==> src/rtl/gswd_pkg.sv <==
`timescale 1ns / 1ps
package gswd_pkg;

   // Width of the recovered plaintext word
   localparam int PT_W = 30;

   // Configuration register index width and register codes
   localparam int CSR_IDX_W = 1;
   localparam logic [CSR_IDX_W-1:0] REG_MODULUS = 1'b0;
   localparam logic [CSR_IDX_W-1:0] REG_MODE    = 1'b1;

   // Reset values of the configuration registers
   localparam logic [30:0] MODULUS_RESET = 31'd65521;
   localparam logic        MODE_RESET    = 1'b1;

   // Back-end sequencer states
   typedef enum logic [2:0] {
      ST_IDLE,
      ST_MUL,
      ST_RED_PROD,
      ST_ACC,
      ST_RED_SUB,
      ST_DECIDE,
      ST_EMIT
   } eng_state_type;

endpackage

==> src/rtl/gswd_queue.sv <==
`timescale 1ns / 1ps
module gswd_queue #(
   parameter int W     = 63,
   parameter int DEPTH = 2
) (
   input  logic         clock,
   input  logic         reset,
   input  logic         wr_valid,
   output logic         wr_ready,
   input  logic [W-1:0] wr_data,
   output logic         rd_valid,
   input  logic         rd_ready,
   output logic [W-1:0] rd_data
);

   localparam int PTR_W = (DEPTH > 1) ? $clog2(DEPTH) : 1;
   localparam int CNT_W = $clog2(DEPTH + 1);

   logic [W-1:0]     mem_ff [DEPTH];
   logic [PTR_W-1:0] wr_ptr_ff, wr_ptr_in;
   logic [PTR_W-1:0] rd_ptr_ff, rd_ptr_in;
   logic [CNT_W-1:0] count_ff, count_in;
   logic             push, pop;

   assign wr_ready = (count_ff != CNT_W'(DEPTH));
   assign rd_valid = (count_ff != '0);
   assign rd_data  = mem_ff[rd_ptr_ff];
   assign push     = wr_valid && wr_ready;
   assign pop      = rd_valid && rd_ready;

   // Advance pointers with wrap at the queue depth
   always_comb begin
      wr_ptr_in = wr_ptr_ff;
      rd_ptr_in = rd_ptr_ff;
      count_in  = count_ff;
      if (push) begin
         wr_ptr_in = (wr_ptr_ff == PTR_W'(DEPTH - 1)) ? '0 : wr_ptr_ff + PTR_W'(1);
      end
      if (pop) begin
         rd_ptr_in = (rd_ptr_ff == PTR_W'(DEPTH - 1)) ? '0 : rd_ptr_ff + PTR_W'(1);
      end
      if (push && !pop) begin
         count_in = count_ff + CNT_W'(1);
      end else if (pop && !push) begin
         count_in = count_ff - CNT_W'(1);
      end
   end

   always_ff @(posedge clock) begin
      if (reset) begin
         wr_ptr_ff <= '0;
         rd_ptr_ff <= '0;
         count_ff  <= '0;
      end else begin
         wr_ptr_ff <= wr_ptr_in;
         rd_ptr_ff <= rd_ptr_in;
         count_ff  <= count_in;
      end
   end

   // Store the incoming transaction
   always_ff @(posedge clock) begin
      if (push) begin
         mem_ff[wr_ptr_ff] <= wr_data;
      end
   end

endmodule

==> src/rtl/gswd_engine.sv <==
`timescale 1ns / 1ps
module gswd_engine #(
   parameter int COEFF_BITS = 31
) (
   input  logic                          clock,
   input  logic                          reset,
   input  logic                          csr_we,
   input  logic [gswd_pkg::CSR_IDX_W-1:0] csr_index,
   input  logic [30:0]                   csr_wdata,
   input  logic                          in_valid,
   output logic                          in_ready,
   input  logic [COEFF_BITS-1:0]         in_cipher,
   input  logic [COEFF_BITS-1:0]         in_key,
   input  logic                          in_last,
   output logic                          rsp_valid,
   input  logic                          rsp_ready,
   output logic [gswd_pkg::PT_W-1:0]     rsp_plaintext
);

   localparam int CB    = COEFF_BITS;
   localparam int WIDE  = 2 * CB;
   localparam int CNT_W = $clog2(WIDE + 1);
   localparam int IDX_W = $clog2(CB + 1);
   localparam int PT_W  = gswd_pkg::PT_W;
   localparam int EXT_W = WIDE + PT_W;
   localparam logic [CB-1:0] MinQ = CB'(4);

   gswd_pkg::eng_state_type state_ff, state_in;

   logic [CB-1:0]    modulus_ff, modulus_in;
   logic             multi_ff, multi_in;
   logic [CB-1:0]    a_ff, a_in, b_ff, b_in;
   logic             last_ff, last_in;
   logic [WIDE-1:0]  shift_ff, shift_in;
   logic [CB-1:0]    rem_ff, rem_in;
   logic [CNT_W-1:0] cnt_ff, cnt_in;
   logic [CB-1:0]    row_sum_ff, row_sum_in;
   logic [CB-1:0]    x_ff, x_in;
   logic [PT_W-1:0]  bits_ff, bits_in;
   logic [IDX_W-1:0] rows_left_ff, rows_left_in;
   logic             start_ff, start_in;
   logic [PT_W-1:0]  result_ff, result_in;
   logic             rsp_valid_ff, rsp_valid_in;
   logic [PT_W-1:0]  rsp_pt_ff, rsp_pt_in;

   logic [CB-1:0]    q;
   logic [IDX_W-1:0] blen, top, row_idx;
   logic [CB:0]      red_cand, acc_sum, single_t, xr_wide;
   logic [CB-1:0]    red_next, acc_red, xr, q_minus_xr, half, near0, mid_gap;
   logic [EXT_W-1:0] sub_ext;
   logic             new_bit, single_bit, out_free;

   // Clamp the modulus and find its bit length
   always_comb begin
      q    = (modulus_ff < MinQ) ? MinQ : modulus_ff;
      blen = '0;
      for (int k = 0; k < CB; k++) begin
         if (q[k]) begin
            blen = IDX_W'(k + 1);
         end
      end
      top     = blen - IDX_W'(2);
      row_idx = start_ff ? top : ((rows_left_ff > top) ? top : rows_left_ff);
   end

   // One step of the bit-serial reduction, plus the row accumulate
   always_comb begin
      red_cand = {rem_ff, shift_ff[WIDE-1]};
      red_next = (red_cand >= {1'b0, q}) ? CB'(red_cand - {1'b0, q}) : red_cand[CB-1:0];
      acc_sum  = {1'b0, row_sum_ff} + {1'b0, rem_ff};
      acc_red  = (acc_sum >= {1'b0, q}) ? CB'(acc_sum - {1'b0, q}) : acc_sum[CB-1:0];
      sub_ext  = {{WIDE{1'b0}}, bits_ff} << row_idx;
   end

   // Bit decisions at the end of a row
   always_comb begin
      single_t   = {1'b0, x_ff} + ((CB + 1)'(1) << (top - IDX_W'(1)));
      single_bit = single_t[top];
      xr_wide    = (x_ff >= rem_ff) ? {1'b0, x_ff} - {1'b0, rem_ff}
                                    : {1'b0, x_ff} + {1'b0, q} - {1'b0, rem_ff};
      xr         = xr_wide[CB-1:0];
      q_minus_xr = q - xr;
      half       = q >> 1;
      near0      = (xr < q_minus_xr) ? xr : q_minus_xr;
      mid_gap    = (xr >= half) ? xr - half : half - xr;
      new_bit    = (near0 >= mid_gap);
   end

   assign out_free = !rsp_valid_ff || rsp_ready;

   // Next state
   always_comb begin
      state_in = state_ff;
      case (state_ff)
         gswd_pkg::ST_IDLE:     if (in_valid) state_in = gswd_pkg::ST_MUL;
         gswd_pkg::ST_MUL:      state_in = gswd_pkg::ST_RED_PROD;
         gswd_pkg::ST_RED_PROD: if (cnt_ff == CNT_W'(1)) state_in = gswd_pkg::ST_ACC;
         gswd_pkg::ST_ACC: begin
            if (!last_ff) begin
               state_in = gswd_pkg::ST_IDLE;
            end else if (multi_ff) begin
               state_in = gswd_pkg::ST_RED_SUB;
            end else begin
               state_in = gswd_pkg::ST_DECIDE;
            end
         end
         gswd_pkg::ST_RED_SUB:  if (cnt_ff == CNT_W'(1)) state_in = gswd_pkg::ST_DECIDE;
         gswd_pkg::ST_DECIDE: begin
            if (!multi_ff || row_idx == '0) begin
               state_in = gswd_pkg::ST_EMIT;
            end else begin
               state_in = gswd_pkg::ST_IDLE;
            end
         end
         gswd_pkg::ST_EMIT:     if (out_free) state_in = gswd_pkg::ST_IDLE;
         default:               state_in = gswd_pkg::ST_IDLE;
      endcase
   end

   // Datapath and control outputs
   always_comb begin
      in_ready     = (state_ff == gswd_pkg::ST_IDLE);
      modulus_in   = modulus_ff;
      multi_in     = multi_ff;
      a_in         = a_ff;
      b_in         = b_ff;
      last_in      = last_ff;
      shift_in     = shift_ff;
      rem_in       = rem_ff;
      cnt_in       = cnt_ff;
      row_sum_in   = row_sum_ff;
      x_in         = x_ff;
      bits_in      = bits_ff;
      rows_left_in = rows_left_ff;
      start_in     = start_ff;
      result_in    = result_ff;
      rsp_valid_in = rsp_valid_ff && !rsp_ready;
      rsp_pt_in    = rsp_pt_ff;
      case (state_ff)
         gswd_pkg::ST_IDLE: begin
            a_in    = in_cipher;
            b_in    = in_key;
            last_in = in_last;
         end
         gswd_pkg::ST_MUL: begin
            shift_in = WIDE'(a_ff) * WIDE'(b_ff);
            rem_in   = '0;
            cnt_in   = CNT_W'(WIDE);
         end
         gswd_pkg::ST_RED_PROD, gswd_pkg::ST_RED_SUB: begin
            rem_in   = red_next;
            shift_in = shift_ff << 1;
            cnt_in   = cnt_ff - CNT_W'(1);
         end
         gswd_pkg::ST_ACC: begin
            if (last_ff) begin
               row_sum_in = '0;
               x_in       = acc_red;
               shift_in   = sub_ext[WIDE-1:0];
               rem_in     = '0;
               cnt_in     = CNT_W'(WIDE);
            end else begin
               row_sum_in = acc_red;
            end
         end
         gswd_pkg::ST_DECIDE: begin
            if (!multi_ff) begin
               result_in = PT_W'(single_bit);
            end else if (row_idx == '0) begin
               result_in = bits_ff | (PT_W'(new_bit) << (top - row_idx));
               bits_in   = '0;
               start_in  = 1'b1;
            end else begin
               bits_in      = bits_ff | (PT_W'(new_bit) << (top - row_idx));
               rows_left_in = row_idx - IDX_W'(1);
               start_in     = 1'b0;
            end
         end
         gswd_pkg::ST_EMIT: begin
            if (out_free) begin
               rsp_valid_in = 1'b1;
               rsp_pt_in    = result_ff;
            end
         end
         default: begin
         end
      endcase
      // Register writes restart any decryption in progress
      if (csr_we) begin
         if (csr_index == gswd_pkg::REG_MODULUS) begin
            modulus_in = csr_wdata[CB-1:0];
         end else begin
            multi_in = csr_wdata[0];
         end
         row_sum_in = '0;
         bits_in    = '0;
         start_in   = 1'b1;
      end
   end

   always_ff @(posedge clock) begin
      if (reset) begin
         state_ff     <= gswd_pkg::ST_IDLE;
         modulus_ff   <= gswd_pkg::MODULUS_RESET[CB-1:0];
         multi_ff     <= gswd_pkg::MODE_RESET;
         row_sum_ff   <= '0;
         bits_ff      <= '0;
         rows_left_ff <= '0;
         start_ff     <= 1'b1;
         rsp_valid_ff <= 1'b0;
      end else begin
         state_ff     <= state_in;
         modulus_ff   <= modulus_in;
         multi_ff     <= multi_in;
         row_sum_ff   <= row_sum_in;
         bits_ff      <= bits_in;
         rows_left_ff <= rows_left_in;
         start_ff     <= start_in;
         rsp_valid_ff <= rsp_valid_in;
      end
   end

   // Payload registers
   always_ff @(posedge clock) begin
      a_ff      <= a_in;
      b_ff      <= b_in;
      last_ff   <= last_in;
      shift_ff  <= shift_in;
      rem_ff    <= rem_in;
      cnt_ff    <= cnt_in;
      x_ff      <= x_in;
      result_ff <= result_in;
      rsp_pt_ff <= rsp_pt_in;
   end

   assign rsp_valid     = rsp_valid_ff;
   assign rsp_plaintext = rsp_pt_ff;

endmodule

==> src/rtl/gsw_lattice_decrypt_core.sv <==
`timescale 1ns / 1ps
// GSW decryption core: ciphertext and key entries enter through a two-deep
// queue and are worked off by a back-end sequencer. Each entry is multiplied
// and the product reduced modulo q by the bit-serial reduction, one bit a
// cycle; the last entry of a row then takes a decide step in single-bit mode,
// and in multi-bit mode first a second reduction pass, where the same
// reduction unit reduces the shifted recovered bits, and a row that yields a
// result then loads the output register. A finished result waits in that
// register while the next transactions queue. A register write restarts the
// decryption.
module gsw_lattice_decrypt_core #(
   parameter int COEFF_BITS = 31
) (
   input  logic                           clock,
   input  logic                           reset,
   input  logic                           req_valid,
   output logic                           req_ready,
   input  logic [COEFF_BITS-1:0]          req_cipher_elem,
   input  logic [COEFF_BITS-1:0]          req_key_elem,
   input  logic                           req_last_of_row,
   output logic                           rsp_valid,
   input  logic                           rsp_ready,
   output logic [gswd_pkg::PT_W-1:0]      rsp_plaintext,
   input  logic                           csr_we,
   input  logic [gswd_pkg::CSR_IDX_W-1:0] csr_index,
   input  logic [30:0]                    csr_wdata
);

   localparam int QW = 2 * COEFF_BITS + 1;

   logic          q_valid, q_ready;
   logic [QW-1:0] q_data;

   // Front: buffer incoming transactions
   gswd_queue #(.W(QW), .DEPTH(2)) u_queue (
      .clock    (clock),
      .reset    (reset),
      .wr_valid (req_valid),
      .wr_ready (req_ready),
      .wr_data  ({req_last_of_row, req_key_elem, req_cipher_elem}),
      .rd_valid (q_valid),
      .rd_ready (q_ready),
      .rd_data  (q_data)
   );

   // Back: modular accumulate and bit recovery
   gswd_engine #(.COEFF_BITS(COEFF_BITS)) u_engine (
      .clock         (clock),
      .reset         (reset),
      .csr_we        (csr_we),
      .csr_index     (csr_index),
      .csr_wdata     (csr_wdata),
      .in_valid      (q_valid),
      .in_ready      (q_ready),
      .in_cipher     (q_data[COEFF_BITS-1:0]),
      .in_key        (q_data[2*COEFF_BITS-1:COEFF_BITS]),
      .in_last       (q_data[2*COEFF_BITS]),
      .rsp_valid     (rsp_valid),
      .rsp_ready     (rsp_ready),
      .rsp_plaintext (rsp_plaintext)
   );

endmodule

==> config.mk <==
export PLATFORM = sky130hd
export DESIGN_NAME = gsw_lattice_decrypt_core
export DESIGN_NICKNAME = d
export VERILOG_FILES = /design/src/rtl/gswd_pkg.sv /design/src/rtl/gswd_queue.sv /design/src/rtl/gswd_engine.sv /design/src/rtl/gsw_lattice_decrypt_core.sv
export SDC_FILE = /design/constraint.sdc
export NUM_CORES = 2
export LEC_CHECK = 0
export ABC_AREA = 1
export BUFFER_PORTS_ARGS = -buffer_cell sky130_fd_sc_hd__buf_4
export CAP_MARGIN = 40
export CORE_UTILIZATION = 45
export CTS_BUF_LIST = sky130_fd_sc_hd__clkbuf_8
export DETAILED_ROUTE_END_ITERATION = 12
export PLACE_DENSITY_LB_ADDON = 0.15
export SETUP_SLACK_MARGIN = 0.02
export SLEW_MARGIN = 40
export SYNTH_ARGS = -nofsm -noshare
export SYNTH_HDL_FRONTEND = slang
export SYNTH_HIERARCHICAL = 1
export SYNTH_SLANG_ARGS = --single-unit
==> constraint.sdc <==
create_clock -name clock -period 15.78 [get_ports clock]
set_clock_uncertainty 0.05 [all_clocks]
set_input_delay 1.578 -clock clock [delete_from_list [all_inputs] [get_ports clock]]
set_output_delay 1.578 -clock clock [all_outputs]
set_load 0.1 [all_outputs]
== Word level (Yosys, flattened, before mapping) ==
Memories as Yosys holds them, arrays and structs flattened. A register that Yosys moved wholly into a read port is not among the register bits.
Cells that the tools add are included.

* Add/sub/neg operators: 19
* Multiply operators: 1
* $lt $le $gt $ge: 9
* Equal/unequal tests: 14
* Shift-type cells: 3
* Muxes and demuxes: 68
* Bitwise gates (word level): 3
* Reductions and logical operators: 28

{| class="wikitable"
|+ Operator list
! kind !! number
|-
| 2-to-1 mux 31 bit || 8
|-
| case mux 62 bit (3 select lines) || 1
|-
| 2-to-1 mux 5 bit || 32
|-
| subtractor 31 bit || 5
|-
| case mux 31 bit (3 select lines) || 1
|-
| >= comparator 32 x 31 -> 1 bit || 2
|-
| >= comparator 31 bit || 2
|-
| multiplier 31 x 31 -> 62 bit || 1
|-
| 2-to-1 mux 62 bit || 1
|-
| << shifter 30 x 5 -> 62 bit || 1
|-
| 2-to-1 mux 30 bit || 2
|-
| adder 31 x 31 -> 32 bit || 1
|-
| adder 31 x 32 -> 32 bit || 1
|-
| << shifter 1 x 5 -> 32 bit, first input constant || 1
|-
| adder 31 bit || 1
|-
| >= comparator 31 x 30 -> 1 bit || 1
|-
| less-than comparator 31 x 3 -> 1 bit, second input constant || 1
|-
| less-than comparator 31 bit || 1
|-
| subtractor 30 x 31 -> 31 bit || 1
|-
| subtractor 31 x 30 -> 31 bit || 1
|-
| bitwise OR 30 bit || 1
|-
| << shifter 1 x 5 -> 30 bit || 1
|-
| case mux 3 bit (7 select lines) || 1
|-
| 2-to-1 mux 3 bit || 6
|-
| 32 further kinds || 71
|}

* Register bits after elaboration: 297
* Memory bits (writable): 126
* Input bits: 100
* Logic and storage cells: 164
* Memories kept: 1

{| class="wikitable"
|+ Memory list
! memory !! depth !! width !! rd ports !! clocked after Yosys merged registers in !! wr ports !! line !! source
|-
| u_queue.mem_ff || 2 || 63 || 1 || 1 || 1 || gswd_queue.sv:19 || <nowiki>logic [W-1:0] mem_ff [DEPTH];</nowiki>
|}

== Depth between registers and ports, before layout ==
* Word-level depth: 42
* Depth in mapped cells: 79
* Gate-level depth less buffers: 78

== Cells and area by module ==
The synthesis kept the hierarchy.

{| class="wikitable"
|+ Modules (own cells, without submodules)
! module !! times used !! cells an instance !! area each (µm²)
|-
| gswd_engine || 1 || 7963 || 62545.0
|-
| gswd_queue || 1 || 233 || 5088.6
|}

== Worst setup path before layout ==
No wires, ideal clock.

* Path type: reg-to-reg
* Start: reg u_engine.rem_ff[1]
* End: reg u_engine.result_ff[0] (data pin)
* Library setup time: 252 ps
* Arrival: 9464 ps
* Data required time: 15478 ps
* Setup slack: 6014 ps
* Stages on the path, launching flop included: 75
* Path through: edfxtp_1 > inv_1 > ha_1 > nand2_1 > nor2_1 > a211oi_2 > o21ai_1 > a21oi_1 > inv_1 > a21oi_1 > o21bai_1 > a21o_1 > a21oi_2 > o21ai_2 > a31oi_1 > nand2_1 > clkbuf_1 > o21ai_0 > [... 39 more ...] > nor2_1 > a211oi_1 > o21ai_0 > a21oi_1 > nor2_1 > nor2_1 > nor2_1 > o21ai_0 > o211ai_1 > a41oi_1 > o211ai_1 > nand2_1 > nor2_1 > nand2_1 > nor2_1 > a21oi_1 > or2_0 > nand2_1

* Longest elaborated chain between the ends: 10
* Elaborated cells between the ends (all ways): 16

{| class="wikitable"
|+ Ends and longest elaborated chain
! element !! line !! source
|-
| start: declaration || gswd_engine.sv:35 || <nowiki>logic [CB-1:0] rem_ff, rem_in;</nowiki>
|-
| start signal: assignment || gswd_engine.sv:229 || <nowiki>rem_ff <= rem_in;</nowiki>
|-
| subtractor 31 bit (tied with other cells) || gswd_engine.sv:80 || <nowiki>: {1'b0, x_ff} + {1'b0, q} - {1'b0, rem_ff};</nowiki>
|-
| 2-to-1 mux 31 bit (*) || gswd_engine.sv:79 || <nowiki>xr_wide = (x_ff >= rem_ff) ? {1'b0, x_ff} - {1'b0, rem_ff}</nowiki>
|-
| subtractor 31 bit || gswd_engine.sv:82 || <nowiki>q_minus_xr = q - xr;</nowiki>
|-
| less-than comparator 31 bit || gswd_engine.sv:84 || <nowiki>near0 = (xr < q_minus_xr) ? xr : q_minus_xr;</nowiki>
|-
| 2-to-1 mux 31 bit || gswd_engine.sv:84 ||
|-
| >= comparator 31 bit (*) || gswd_engine.sv:86 || <nowiki>new_bit = (near0 >= mid_gap);</nowiki>
|-
| << shifter 1 x 5 -> 30 bit (*) || gswd_engine.sv:170 || <nowiki>result_in = bits_ff | (PT_W'(new_bit) << (top - row_idx));</nowiki>
|-
| bitwise OR 30 bit (*) || gswd_engine.sv:170 ||
|-
| 2-to-1 mux 30 bit (*) || gswd_engine.sv:169 || <nowiki>end else if (row_idx == '0) begin</nowiki>
|-
| 2-to-1 mux 1 bit (*) || gswd_engine.sv:167 || <nowiki>if (!multi_ff) begin</nowiki>
|-
| end signal: assignment || gswd_engine.sv:232 || <nowiki>result_ff <= result_in;</nowiki>
|-
| end: declaration || gswd_engine.sv:42 || <nowiki>logic [PT_W-1:0] result_ff, result_in;</nowiki>
|}

Every way passes the cells marked *; elsewhere a longest branch is shown, timed or not. The select of a mux whose other input is x is not followed.
A chain may end at the register's enable or synchronous reset.

== Worst setup path in the final report ==
* Start: reg u_engine.rem_ff[1]
* End: reg u_engine.bits_ff[23]

* Longest elaborated chain between the ends: 9
* Elaborated cells between the ends (all ways): 15

{| class="wikitable"
|+ Ends and longest elaborated chain
! element !! line !! source
|-
| subtractor 31 bit (tied with other cells) || gswd_engine.sv:80 ||
|-
| 2-to-1 mux 31 bit (*) || gswd_engine.sv:79 ||
|-
| subtractor 31 bit || gswd_engine.sv:82 ||
|-
| less-than comparator 31 bit || gswd_engine.sv:84 ||
|-
| 2-to-1 mux 31 bit || gswd_engine.sv:84 ||
|-
| >= comparator 31 bit (*) || gswd_engine.sv:86 ||
|-
| << shifter 1 x 5 -> 30 bit (*) || gswd_engine.sv:174 || <nowiki>bits_in = bits_ff | (PT_W'(new_bit) << (top - row_idx));</nowiki>
|-
| bitwise OR 30 bit (*) || gswd_engine.sv:174 ||
|-
| 2-to-1 mux 30 bit (*) || gswd_engine.sv:169 ||
|-
| end signal: assignment || gswd_engine.sv:216 || <nowiki>bits_ff <= bits_in;</nowiki>
|-
| end: declaration || gswd_engine.sv:39 || <nowiki>logic [PT_W-1:0] bits_ff, bits_in;</nowiki>
|}

Every way passes the cells marked *; elsewhere a longest branch is shown, timed or not.

==> impl_results.md <==
* PortBufs at approximately 130
* Slew HR at 38.9%
* FF+latch area at 13500 sq um
* Main area contributors after synthesis: fa_1 (26%), edfxtp_1 (17%), ha_1 (11%)
* Sequential fraction of the synthesis area at around 20%
* CTS Buf Count at 95
* Most frequent CP cell: nand2_1
* Endpoints failing hold at 0
* Largest net degree at the start of global routing at roughly 70
* Setup CP Type: reg -> reg
* Die Wd at 390 um
* Core area at roughly 150000 sq um
* RSZ-0062 raised after global routing: no
* Root Buffer Master: clkbuf_8
* Post-synth ARST share at 0%
* Wire per inst at approximately 21 um
* Fillers at ~15000
* Vias in the first global route at 56500
* Share of layout cells above drive strength 1 at under 10%
* PostCTS Resize Cnt at 0
* Clock tree buffer depth at 3
* Final nets at slightly below 10000
* CTS clk-pin slew, worst paths at about 0.06 ns
* Initial antenna violation count at 9
* Setup_tns at 0 ns
* Setup Viol. Count Final at 0
* Netlist cell types at 81
* Drt drc at 0
* Met1 Usage GRT at roughly two fifths
* Detailed Route Iter0 Violations at 4667
* Highest clock rate at 82.6 MHz
* GR Layer Usage met3 at 4.17%
* Via count at roughly 56000
* All-Layer GR Usage at 29.0%
* R2r setup slk at ~3.7 ns
* Worst slew pin tran at 0.908 ns
* Grt ovf at 0
* Worst path arrival time at ~13 ns
* Top cell type by total area after synthesis: fa_1
* Critical path capture point type: flop
* Max incr delay on CP at 0.51 ns
* Synth warnings at 6
* Synthesized Nets at approximately 10000
* Top-count cell post-synth: nand2_1
* Height of the die at approximately 390 um
* Multi-input logic area at approximately 46000 sq um
* DIE AREA at roughly 150000 sq um
* Layout area overhead at 7.22%
* Post-synth top cells: nand2_1 (1903), inv_1 (1611), fa_1 (876)
* Clock sink total at 487
* Post-CTS Setup Inserts at 0
* # rows at roughly 140
* Yosys top cell area share at 25.9%
* Max-Cap Viols at 0
* Synth Area per Inst at between 8 and 9 sq um
* Gr busiest metal: met2
* Slowest cell on crit path: edfxtp_1
* Critical-path maximum fanout at 32
* Routed wire length at between 200000 and 250000 um
* Initial core utilization at 45.6%
* Setup crit start kind: flop
* Hold-fix buffers, CTS at 0
* Flops & latches, synth at slightly below 500
* First-pass GRT wire length at about 340000 um
* I/O pin total at approximately 130
* Min Tclk post-route at between 10 and 15 ns
* EDFF count, synth at 379
* Routing usage on met2 at between 40% and 50%
* GPL Wtd Cong at roughly 0.96
* CTS tree: done
* Cell Area, Synth at around 68000 sq um
* Worst skew pair latency at between 0.8 and 0.9 ns
* Worst EP required at roughly 17 ns
* Vias per cell at ~5.4
* H-Tree Depth at 3
* Fin crit share at 76.7%
* Syn Inst Count at about 8000
* Max-slew violations at 0
* Post-route antenna net violation count at 0
* Status: finished clean
* Drt first pass iters at 6
* Predominant post-synthesis flop cell: edfxtp_1
* Post-DP HPWL at 170000 um
* Hold/Removal Path Class: reg -> reg
## critical path: cells and delay by family, from the launching register on
kind	cells	cell delay (ns)
buffers and inverters	13	1.52
AOI/OAI and AO/OA	24	4.08
adders and majority gates	5	1.66
DFF	1	0.51
and+or+nand+nor	28	3.87
xor gates and xnor gates	2	0.36
## per-layer routing
| layer | vias to the layer above | part of all wire, % |
|---|---|---|
| li1 | 25700 | - |
| met1 | 27700 | 44 |
| met2 | 1920 | 46 |
| met3 | 352 | 6.8 |
| met4 | 12 | 3.2 |
| met5 | - | 0.028 |
## area by class of cell
class	instances	share of cell area, %
well taps	2002	3.45
flip-flops and latches	487	18.7
repair buffers	239	2.52
inverters	1654	8.57
multi-input cells	5715	64.0
clock inverters	70	0.726
clock buffers	107	2.03
diodes	3	0.0104
## cells in the final DEF (no fill, tap or decap), drive strengths merged, types with 8 or more instances in the layout
master and instances:
nand2 1927, inv 1680, fa 876, a21oi 621, ha 610, o21ai 392, edfxtp 379, nor2 307
nand3 280, buf 239, xor2 131, xnor2 113, dfxtp 108, clkbuf 107, mux2 63, nor3 58
o211ai 43, or2 43, clkinv 39, nand4 32, a31oi 23, o21bai 21, nand3b 20, a21o 19
a211oi 17, o221ai 15, o21a 14, a211o 14, nor4 12, o31ai 11, a221oi 8, mux2i 8
## flip-flops by register name, summed over array words and instances (netlist names), 31 cells and up, named ones only
| name | cells |
|---|---|
| u_queue/mem_ff | 126 |
| u_engine/modulus_ff | 31 |
| u_engine/shift_ff | 62 |
| u_engine/row_sum_ff | 31 |
| u_engine/rem_ff | 31 |
| u_engine/b_ff | 31 |
| u_engine/x_ff | 31 |
| u_engine/a_ff | 31 |
## metrics by stage
step / util [%] / area (sq um) / setup slack [ns] / hold WS (ns) / std cells
after floorplan: - / 67600 / 6.01 / 0.350 / 8196
after global placement: 47.5 / 70400 / 2.88 / 0.362 / 10100
after detailed placement: 47.5 / 70500 / 3.13 / 0.357 / 10100
after CTS: 48.9 / 72500 / 3.08 / 0.369 / 10300
after global routing: 48.9 / 72500 / 2.49 / 0.372 / 10300
final: 48.9 / 72500 / 3.67 / 0.371 / 10300
## worst paths after layout
kind	cells past startpoint	from	endpoint
setup / recovery	72	u_engine/rem_ff[1]$_SDFFCE_PP0P_	u_engine/bits_ff[23]$_SDFFE_PP0P_
hold / removal	0	u_engine/result_ff[20]$_SDFFCE_PN0P_	u_engine/rsp_plaintext[20]$_DFFE_PP_
setup reg to reg	72	u_engine/rem_ff[1]$_SDFFCE_PP0P_	u_engine/bits_ff[23]$_SDFFE_PP0P_
hold reg to reg	0	u_engine/result_ff[20]$_SDFFCE_PN0P_	u_engine/rsp_plaintext[20]$_DFFE_PP_
## cell families after synthesis
kind of cell / synth area share [%]
AND/OR/NAND/NOR: 16.2
buffers and inverters: 11.5
adder cells (fa/ha/maj): 37.2
AO/OA/AOI/OAI: 10.4
flip-flops: 20.0
XOR/XNOR: 3.20
multiplexers: 1.50
Power is not shown: default switching activity piles up to over one toggle a cycle in this logic, so the estimate is an artifact.
